--- config.mk ---
export PLATFORM = sky130hd
export DESIGN_NAME = shts_ctrl
export DESIGN_NICKNAME = d
export VERILOG_FILES = /design/src/sv/shts_pkg.sv /design/src/sv/shts_ctrl.sv
export VERILOG_INCLUDE_DIRS = /design/src /design/src/sv
export SDC_FILE = /design/constraint.sdc
export NUM_CORES = 1
export LEC_CHECK = 0
export ABC_AREA = 1
export BUFFER_PORTS_ARGS = -buffer_cell sky130_fd_sc_hd__clkbuf_2
export CORE_AREA = 2 2 39 41
export DETAILED_ROUTE_END_ITERATION = 16
export DIE_AREA = 0 0 41 43
export GPL_ROUTABILITY_DRIVEN = 0
export PLACE_DENSITY = 0.54
export SYNTH_ARGS = -nofsm -noshare
export SYNTH_HDL_FRONTEND = slang
export SYNTH_SLANG_ARGS = --single-unit
--- constraint.sdc ---
create_clock -name i_clk -period 1.2 [get_ports i_clk]
set_input_delay 0.06 -clock i_clk [delete_from_list [all_inputs] [get_ports i_clk]]
set_output_delay 0.06 -clock i_clk [all_outputs]
set_load 0.005 [all_outputs]
--- src/sv/sorted_hash_table_search_unit_assert.svh ---
`ifndef SORTED_HASH_TABLE_SEARCH_UNIT_ASSERT_SVH
`define SORTED_HASH_TABLE_SEARCH_UNIT_ASSERT_SVH

// same-cycle implication, checked outside reset
`define SHTS_ASSERT_NOW(label, clk, rst_n, ante, cons) \
    label: assert property (@(posedge clk) disable iff (!rst_n) (ante) |-> (cons)) \
        else $error("assertion failed: same-cycle check");

// next-cycle implication, checked outside reset
`define SHTS_ASSERT_NEXT(label, clk, rst_n, ante, cons) \
    label: assert property (@(posedge clk) disable iff (!rst_n) (ante) |=> (cons)) \
        else $error("assertion failed: next-cycle check");

`endif

--- src/sv/shts_pkg.sv ---
`timescale 1ns / 1ps

package shts_pkg;

    localparam int TABLE_DEPTH_DEF = 1024;
    localparam int HASH_W          = 32;
    localparam int IDX_W           = 10;
    localparam int CNT_W           = 11;

    localparam logic CMD_LOAD   = 1'b0;
    localparam logic CMD_LOOKUP = 1'b1;

    typedef struct packed {
        logic wr;
        logic start;
        logic step;
        logic out_load;
    } t_dp_cmd;

    typedef struct packed {
        logic start_miss;
        logic hit;
        logic more;
    } t_dp_sts;

endpackage

--- src/sv/shts_ctrl.sv ---
`timescale 1ns / 1ps
`include "sorted_hash_table_search_unit_assert.svh"

module shts_ctrl
    import shts_pkg::*;
(
    input  logic    i_clk,
    input  logic    i_rst_n,
    input  logic    i_in_valid,
    input  logic    i_command,
    output logic    o_in_ready,
    output logic    o_out_valid,
    input  logic    i_out_ready,
    input  t_dp_sts i_sts,
    output t_dp_cmd o_cmd
);

    typedef enum logic [2:0] {
        S_IDLE   = 3'b001,
        S_SEARCH = 3'b010,
        S_HOLD   = 3'b100
    } t_state;

    t_state r_state;
    t_state n_state;
    logic   r_out_valid;
    logic   n_out_valid;
    logic   slot_free;
    logic   accept;

    assign slot_free = !r_out_valid || i_out_ready;
    assign accept    = i_in_valid && o_in_ready;

    always_comb begin
        n_state    = r_state;
        o_in_ready = 1'b0;
        o_cmd      = '0;
        unique case (r_state)
            S_IDLE: begin
                o_in_ready = 1'b1;
                if (i_in_valid) begin
                    if (i_command == CMD_LOAD) begin
                        o_cmd.wr = 1'b1;
                    end else begin
                        o_cmd.start = 1'b1;
                        n_state     = i_sts.start_miss ? S_HOLD : S_SEARCH;
                    end
                end
            end
            S_SEARCH: begin
                o_cmd.step = 1'b1;
                if (i_sts.hit || !i_sts.more) begin
                    n_state = S_HOLD;
                end
            end
            S_HOLD: begin
                if (slot_free) begin
                    o_cmd.out_load = 1'b1;
                    n_state        = S_IDLE;
                end
            end
            default: begin
                n_state = S_IDLE;
            end
        endcase
    end

    always_comb begin
        n_out_valid = r_out_valid;
        if (o_cmd.out_load) begin
            n_out_valid = 1'b1;
        end else if (i_out_ready) begin
            n_out_valid = 1'b0;
        end
    end

    always_ff @(posedge i_clk) begin
        if (!i_rst_n) begin
            r_state     <= S_IDLE;
            r_out_valid <= 1'b0;
        end else begin
            r_state     <= n_state;
            r_out_valid <= n_out_valid;
        end
    end

    assign o_out_valid = r_out_valid;

    `SHTS_ASSERT_NOW(a_no_overwrite, i_clk, i_rst_n, o_cmd.out_load, slot_free)
    `SHTS_ASSERT_NOW(a_busy_no_accept, i_clk, i_rst_n, r_state != S_IDLE, !o_in_ready)
    `SHTS_ASSERT_NEXT(a_trivial_miss, i_clk, i_rst_n,
        accept && (i_command == CMD_LOOKUP) && i_sts.start_miss, r_state == S_HOLD)
    `SHTS_ASSERT_NEXT(a_hold_waits, i_clk, i_rst_n,
        (r_state == S_HOLD) && !slot_free, (r_state == S_HOLD) && r_out_valid)

endmodule

* Word level (Yosys, flattened, before mapping)
Index checks and enable logic that the tools add are counted.
Storage, ports and cells: register bits 4
Operators by class: multiplexer cells 16, reductions and logical operators 6, equality and inequality tests 7
Operators by type and width (count):
- two-way mux 3 bit | 5
- case mux 3 bit (3 select lines) | 1
- two-way mux 1 bit | 8
- != test 2 bit (second input constant) | 4
- two-way mux 2 bit | 2
- AND reduction 4 bit | 1
- equality test 3 x 1 -> 1 bit (second input constant) | 1
- equality test 3 x 2 -> 1 bit (second input constant) | 1
- equality test 3 bit (second input constant) | 1
- zero test 1 bit | 2
- logical OR 1 bit | 2
- nonzero test 2 bit | 1

* Depth between registers and ports, before layout
Gate-level depths: netlist of the first run.
depth in word-level cells 5, gate-level depth with buffers 7

* Worst setup path after synthesis of the first run
OpenSTA, ideal clock, no wires.
path kind register to register, start register r_state[1], end register r_state[1], buffers on the path 0, stages on the path, launching flop included 6, clock period less this slack 950 ps, required time 1090 ps, setup time 110 ps, setup slack 250 ps, arrival 840 ps, cell sequence dfxtp_1 > nand4_1 > nand3_2 > nand2_1 > inv_1 > nor2_2
On the way: cells in the longest elaborated chain, start to end 3, elaborated cells on any way between the ends 9, classes of those cells eq/ne (7); mux (1); reduce/logical (1)
RTL lines:
- start, declared | RTL line shts_ctrl.sv:24 | t_state r_state;
- start signal, assigned | RTL line shts_ctrl.sv:82 | r_state <= n_state;
- equality test 3 x 2 -> 1 bit (tied with other cells) | RTL line shts_ctrl.sv:38 | unique case (r_state)
- != test 2 bit (no source line)
- AND reduction 4 bit (no source line)
Several ways; a longest one is shown, not always the timed one. A chain may end at the register's enable or synchronous reset.

==> results of run 1 <==
worst max path at each step:
| stage | start | to | slack [ps] | cells past startpoint |
|---|---|---|---|---|
| after global routing | r_state[0] | o_cmd[3] | -100 | 7 |
| after floorplan | r_state[1] | r_state[1] | 250 | 5 |
| after CTS | r_state[0] | o_cmd[3] | -4 | 7 |
| final | r_state[0] | o_cmd[3] | -3 | 7 |
| after global placement | r_state[1] | r_state[1] | 170 | 5 |
| after detailed placement | r_state[1] | r_state[1] | 170 | 5 |
layer usage:
| metal | GRT usage [%] | vias to the layer above |
|---|---|---|
| met2 | 14.4 | 7 |
| met1 | 8.33 | 134 |
| met5 | 0 | - |
| met4 | 10.0 | 0 |
| li1 | - | 175 |
| met3 | 2.09 | 4 |
per-stage QoR:
stage	TNS [ps]	std cells	util [%]	worst slack [ps]
3_3_place_gp	0	72	26.4	174
4_1_cts	-3.56	75	29.1	-3.56
2_1_floorplan	0	44	-	250
3_5_place_dp	0	72	26.4	172
5_1_grt	-138	79	32.4	-102
6_report	-3.37	79	32.4	-3.37
layout by cell type, fill, tap and decap left out:
cell,synthesis,routed
o21ai_1,2,2
inv_2,2,1
dfxtp_4,0,2
clkbuf_4,0,3
nand4_1,2,2
clkbuf_2,0,11
nor4_4,0,1
dfxtp_2,0,1
nor2_4,1,1
nor2_2,2,3
a21oi_1,1,1
buf_4,1,4
nand3_2,3,3
inv_4,0,2
nor2_1,8,7
buf_2,0,2
nand2_1,6,6
nand2_4,0,1
dfxtp_1,4,1
inv_1,8,7
nand3_1,2,2
worst max-delay path, stage by stage (launching register included):
cell	delay, ps
dfxtp_4	370
inv_4	40
nor2_4	130
nand2_4	70
inv_2	60
nand2_1	40
nor2_1	80
buf_2	110
layout make-up:
class,instances,area [um2]
fillers,158,936
flip-flops and latches,4,88.8
well taps,16,20.0
inverters,10,42.5
clock buffers,3,22.5
repair buffers,17,95.1
multi-input cells,29,179
where the power goes:
group,total [uW],internal (uW),switching (uW)
Clock,173,112,60.8
Combinational,661,324,337
Sequential,294,206,88.2
sequential cells by signal (all words and copies together), names as in the netlist:
| register | cells |
|---|---|
| r_state | 3 |
| o_out_valid | 1 |
cells in the mapped netlist:
cell	n	share of area (%)
dfxtp_1	4	28
nor2_2	2	4.3
nand2_2	1	2.2
nand3_2	3	10
o21ai_1	2	3.5
nand3_1	2	3.5
inv_2	2	2.6
inv_1	8	10
nand4_1	2	4.3
nor2_1	8	10
nor4_2	1	4.3
a21oi_1	1	1.7
nand2_1	6	7.8
buf_4	1	2.6
nor2_4	1	3.9
cell families after synthesis:
family	after synthesis	synth area share (%)
flops	4	27.8
compound gates	3	5.22
buf+inv	11	15.7
simple gates	26	51.3
timing repair:
action | in CTS | in global routing
gates resized for setup | 6 | 7
buffers inserted | 0 | 4
pin swaps | 1 | 2
setup endpoints to repair | 2 | 2
==> flow_summary.ini, run 1 <==
[sta]
tightest_slew_ps = 223
setup-violations-final = 1
hold_slack_ps = 65.1
finalCritPeriodShare_pct = 100
max-slew-margin-rel_pct = 85.1
period_minus_slack_ps = 1200
fin_ws_ps = -3.37
slew_viol_final = 0
rsz0062_at_grt = yes
skew_ps = 2.70
finalHoldViolCount = 0
max_clock_freq_mhz = 831

[status]
status = finished with violations
violations = setup timing

[worst_setup_path]
cp-start-kind = flop
r2r-start = r_state[0]
path_max_fanout = 4
critPathKind = flop to primary output
critPathRequiredTime_ps = 1140
ff2ff_setup_slack_ps = 90
endpoint_kind = primary output
reg2reg_depth = 7
reg2reg_to = r_state[1]
arrival_ps = 1140

[yosys]
syn-num-nets = 52
syn_inst = 44
syn_area_um2 = 288
yosysSeqAreaShare_pct = 27.8
synth-seq-cells = 4
synth.distinct_cells = 15
yosysWarningCount = 0
syn_area_per_cell_um2 = 6.54

[global_routing]
antenna_found_initial = 0
grt_pass1_wl_um = 1070
grtUsageTotal_pct = 9.13
grt_pass1_vias = 315
grt_overflow_total = 0
grt_max_degree = 7

[detailed_routing]
num_vias = 320
wl_met1_um = 259
avgRoutedWirePerCell_um = 8.66
topRoutingLayerUsed = met4
route.met3.wl_um = 30
drc_errors = 0
drtIter0Drc = 6
wl_um = 684
via_per_inst = 4.05
dr.pass1.iters = 4
ant_nets = 0
wl_met2_um = 362

[cells_and_area]
stdcell_area_um2 = 448
area_delta_synth_final_pct = 55.7
drive_above_1_share_pct = 55.6
nets = 73
diodes = 0

[cts]
cts_buffers = 3
h-tree-depth = 1
cts_buffer_depth = 2
root_buffer = clkbuf_4
cts_tree = done
clk_pin_slew_ps = 40
postCtsHoldBufs = 0
clock_latency_ps = 240
cts.sinks = 4

[floorplan]
rows = 14
chipHeight_um = 43
die-area_um2 = 1760
dieWidth_um = 41
coreArea_um2 = 1380
start_util_pct = 20.8
pin_count = 14

[placement]
place_hpwl_um = 520
numPortBuffers = 13
place_area_um2 = 365

[worst_hold_path]
min_path_cells = 3
min_to = r_state[1]
min_path_type = primary input to flop
hp-start = i_rst_n

[power_and_ir_drop]
power_density_nw_per_um2 = 2520
p_total_uw = 1130
leakagePower_uw = 0.000243
ir_drop_mv = 0.717

[job]
timing.max_cap.violations = 0
(Power assumes the default switching activity.)
==> run 2, diff against run 1 <==
==> constraint.sdc (replaced) <==
create_clock -name i_clk -period 1.2 [get_ports i_clk]
set_input_delay 0 -clock i_clk [delete_from_list [all_inputs] [get_ports i_clk]]
set_output_delay 0 -clock i_clk [all_outputs]
set_load 0.005 [all_outputs]
==> flow_summary.ini, run 2 (synthesis results as in run 1) <==
[cells_and_area]
diodes = 0
nets = 73
drive_above_1_share_pct = 52.4
final_common_cell = clkbuf_2
n_fill_cell = 160
final_util_pct = 32.6
area_delta_synth_final_pct = 57.0
final_cell_mix = clkbuf_2, nor2_1, inv_1
largest_register_ffs = 3
regMostFlops = r_state

[cts]
postCtsHoldBufs = 0
clock_latency_ps = 240
root_buffer = clkbuf_4
cts_buffers = 3
cts.sinks = 4
clk_pin_slew_ps = 40
cts_buffer_depth = 2
h-tree-depth = 1
cts_tree = done

[sta]
tightest_slew_ps = 208
fin_ws_ps = 61.3
max-slew-margin-rel_pct = 86.0
finalHoldViolCount = 0
rsz0062_at_grt = yes
skew_ps = 2.77
period_minus_slack_ps = 1140
slew_viol_final = 0
max_clock_freq_mhz = 878
setup-violations-final = 0
hold_slack_ps = 5.91
finalCritPeriodShare_pct = 94.9
fin_tns_setup_ps = 0

[power_and_ir_drop]
power_density_nw_per_um2 = 2520
leakagePower_uw = 0.000248
internal_power_uw = 652
ir_drop_mv = 0.718
p_seq_share_pct = 24.0
clkPwrFrac_pct = 15.3
combPwrFrac_pct = 60.7
p_sw_uw = 484
switching_share_pct = 42.6

[floorplan]
chipHeight_um = 43
rows = 14
dieWidth_um = 41
die-area_um2 = 1760
start_util_pct = 20.8
coreArea_um2 = 1380
pin_count = 14

[placement]
place_hpwl_um = 520
numPortBuffers = 13
dp_slack_ps = 172

[detailed_routing]
ant_nets = 0
drc_errors = 0
route.met3.wl_um = 30
wl_um = 685
wl_met2_um = 366
drtIter0Drc = 4
avgRoutedWirePerCell_um = 8.67
dr.pass1.iters = 4
wl_met1_um = 255
num_vias = 321
via_per_inst = 4.06
topRoutingLayerUsed = met4

[worst_setup_path]
critPathKind = flop to primary output
arrival_ps = 1140
critical-path-slowest-cell = dfxtp_4
critPathRequiredTime_ps = 1200
slowest_delay_ps = 360
path_max_fanout = 4
cp-start-kind = flop
endpoint_kind = primary output
path_cells = inv_4, nor2_4, nand2_4, inv_2, nand2_1, nor2_1, buf_2

[global_routing]
grt_overflow_total = 0
grt_pass1_wl_um = 1080
grt_max_degree = 7
antenna_found_initial = 0
grtUsageTotal_pct = 9.23
grt_pass1_vias = 313

[job]
timing.max_cap.violations = 0

[status]
status = complete, no violations

[worst_hold_path]
min_path_type = primary input to flop
## run 2: cell counts in the layout (fill, tap and decap cells not counted)
Identical to the previous run, type by type.
## run 2: critical path, delay by kind of cell, from the launching register on
| kind | cells | cell delay [ps] |
|---|---|---|
| flip-flops | 1 | 360 |
| buffers and inverters | 3 | 210 |
| AND/OR/NAND/NOR | 4 | 320 |
## run 2: cell type report
cell class,count,area [um2],share of cell area (%)
multi-input combinational,29,176,39.1
timing repair buffer,17,108,23.8
sequential,4,85.1,18.8
inverter,10,40.0,8.86
clock buffer,3,22.5,4.99
tap,16,20.0,4.43
## run 2: stage by stage
stage / total power (uW) / std cells / area [um2]
2_1_floorplan: 616 / 44 / 288
3_3_place_gp: 737 / 72 / 365
3_5_place_dp: 734 / 72 / 365
4_1_cts: 914 / 75 / 388
5_1_grt: 1240 / 79 / 452
6_report: 1140 / 79 / 452
## run 2: power by group through the flow
stage / Clock [uW] / Sequential [uW] / Combinational [uW]
2_1_floorplan: 0 / 243 / 373
3_3_place_gp: 0 / 251 / 486
3_5_place_dp: 0 / 252 / 482
4_1_cts: 176 / 249 / 488
5_1_grt: 181 / 283 / 775
6_report: 173 / 273 / 690
## run 2: path summary, 6_finish.rpt
path | startpoint | endpoint | slack, ps | cells after the start
worst max-delay path | r_state[0] | o_cmd[3] | 60 | 7
worst min-delay path | i_rst_n | r_state[1] | 6 | 3
worst max register to register | r_state[0] | r_state[1] | 80 | 7
worst min register to register | r_state[1] | r_state[1] | 590 | 4
## run 2: what timing repair did
action | 4_1_cts | 5_1_grt
gates resized for setup | 0 | 9
setup buffers | 0 | 4
setup endpoints to repair | 0 | 2
## run 2: routing by layer
layer  up-vias  GRT usage, %
met3         4          2.09
li1        175             -
met5         -             0
met1       135          8.33
met4         0          10.0
met2         7          14.7
==> run 3, diff against run 2 <==
Settings changed: REMOVE_ABC_BUFFERS set to 1.
==> flow_summary.ini, run 3 (synthesis results as in run 1) <==
[detailed_routing]
via_per_inst = 4.19
num_vias = 314
drc_errors = 0
ant_nets = 0
avgRoutedWirePerCell_um = 7.60
dr.pass1.iters = 4
wl_um = 570
drtIter0Drc = 8

[sta]
fin_ws_ps = 59.7
slew_viol_final = 0
skew_ps = 2.12
finalCritPeriodShare_pct = 95.0
rsz0062_at_grt = yes
fin_tns_setup_ps = 0
max-slew-margin-rel_pct = 82.1
max_clock_freq_mhz = 877
finalHoldViolCount = 0
setup-violations-final = 0
tightest_slew_ps = 266
period_minus_slack_ps = 1140

[floorplan]
die-area_um2 = 1760
start_util_pct = 20.8
chipHeight_um = 43
coreArea_um2 = 1380
dieWidth_um = 41
pin_count = 14
rows = 14

[power_and_ir_drop]
ir_drop_mv = 0.617
leakagePower_uw = 0.000220
power_density_nw_per_um2 = 2290
p_total_uw = 896

[worst_setup_path]
reg2reg_to = r_state[1]
critical-path-slowest-cell = dfxtp_1
critPathKind = flop to primary output
r2r-start = r_state[2]
critPathRequiredTime_ps = 1200
crit_buf_inv = 2
worstSetupStartpoint = r_state[2]
arrival_ps = 1140
slowest_delay_ps = 360
reg2reg_depth = 6
path_cells = inv_1, nor4_2, clkbuf_2
endpoint_kind = primary output
cpLargestDelayFamily = flip-flops
cp-start-kind = flop
ff2ff_setup_slack_ps = 150
path_max_fanout = 4

[worst_hold_path]
min_path_cells = 3
min_to = r_state[1]
hp-start = i_rst_n
min_path_type = primary input to flop

[cts]
h-tree-depth = 1
cts_tree = done
postCtsHoldBufs = 0
cts_buffer_depth = 2
cts_buffers = 3
cts.sinks = 4
clk_pin_slew_ps = 40
root_buffer = clkbuf_4
clock_latency_ps = 230

[cells_and_area]
n_fill_cell = 157
drive_above_1_share_pct = 47.5
nets = 69
largest_register_ffs = 3
diodes = 0
stdcell_area_um2 = 390
final_common_cell = clkbuf_2
final_cell_mix = clkbuf_2, inv_1, nor2_1
final_util_pct = 28.2
area_delta_synth_final_pct = 35.7
regMostFlops = r_state

[global_routing]
grt_overflow_total = 0
grtUsageTotal_pct = 8.63
grt_max_degree = 7
grt_pass1_wl_um = 986
grt_pass1_vias = 261
antenna_found_initial = 0

[job]
timing.max_cap.violations = 0

[placement]
place_area_um2 = 365
dp_slack_ps = 141
numPortBuffers = 13
place_hpwl_um = 506

[status]
status = complete, no violations
==> run 3: cell count changes in the layout (fill, tap and decap cells not counted), sizes merged <==
cell / before / now
buf: 6 / 0
clkbuf: 14 / 16
==> run 3: worst reg2reg max path, stage by stage (launching register included) <==
cell     delay, ps
dfxtp_1        320
nor2_1         170
nand4_1        180
nand3_2        130
nand2_1         50
inv_1           60
nor2_2          30
==> run 3: per-stage QoR <==
stage	hold WS, ps	cells
finish	26.8	75
global route	34.3	75
CTS	26.3	75
detailed placement	222	72
global placement	221	72
floorplan	31.1	43
==> run 3: what timing repair did <==
action / in CTS / in global routing
buffers inserted: 0 / 0
endpoints found under the setup margin: 0 / 2
gates resized for setup: 0 / 2
endpoints found under the hold margin: 0 / 0
==> run 3: layout make-up <==
cell class	count	area [um2]	area share (%)
clock buffers	3	22.5	5.77
well taps	16	20.0	5.13
inverters	10	37.5	9.62
repair buffers	13	65.1	16.7
flip-flops and latches	4	82.6	21.2
multi-input cells	29	163	41.7
==> run 3: worst max path at each step <==
stage	end	slack, ps	cells after the start
after floorplan	r_state[1]	250	5
after global placement	r_state[1]	160	5
after detailed placement	r_state[1]	140	5
after CTS	o_cmd[3]	4	7
after global routing	o_cmd[3]	-7	7
final	o_cmd[0]	60	3
==> run 3: per-layer routing <==
| layer | track usage (%) | wire length [um] | vias up | share of wire [%] |
|---|---|---|---|---|
| met2 | 13.1 | 327 | 6 | 57 |
| met1 | 8.36 | 226 | 138 | 40 |
| met5 | 0 | 0 | - | 0 |
| met3 | 4.71 | 17 | 0 | 3.0 |
| met4 | 6.00 | 0 | 0 | 0 |
| li1 | - | - | 170 | - |
==> run 3: power breakdown <==
group	total, uW	switching, uW	internal, uW
combinational	478	283	195
clock	157	45.9	111
sequential	261	69.2	191
total	896	398	498
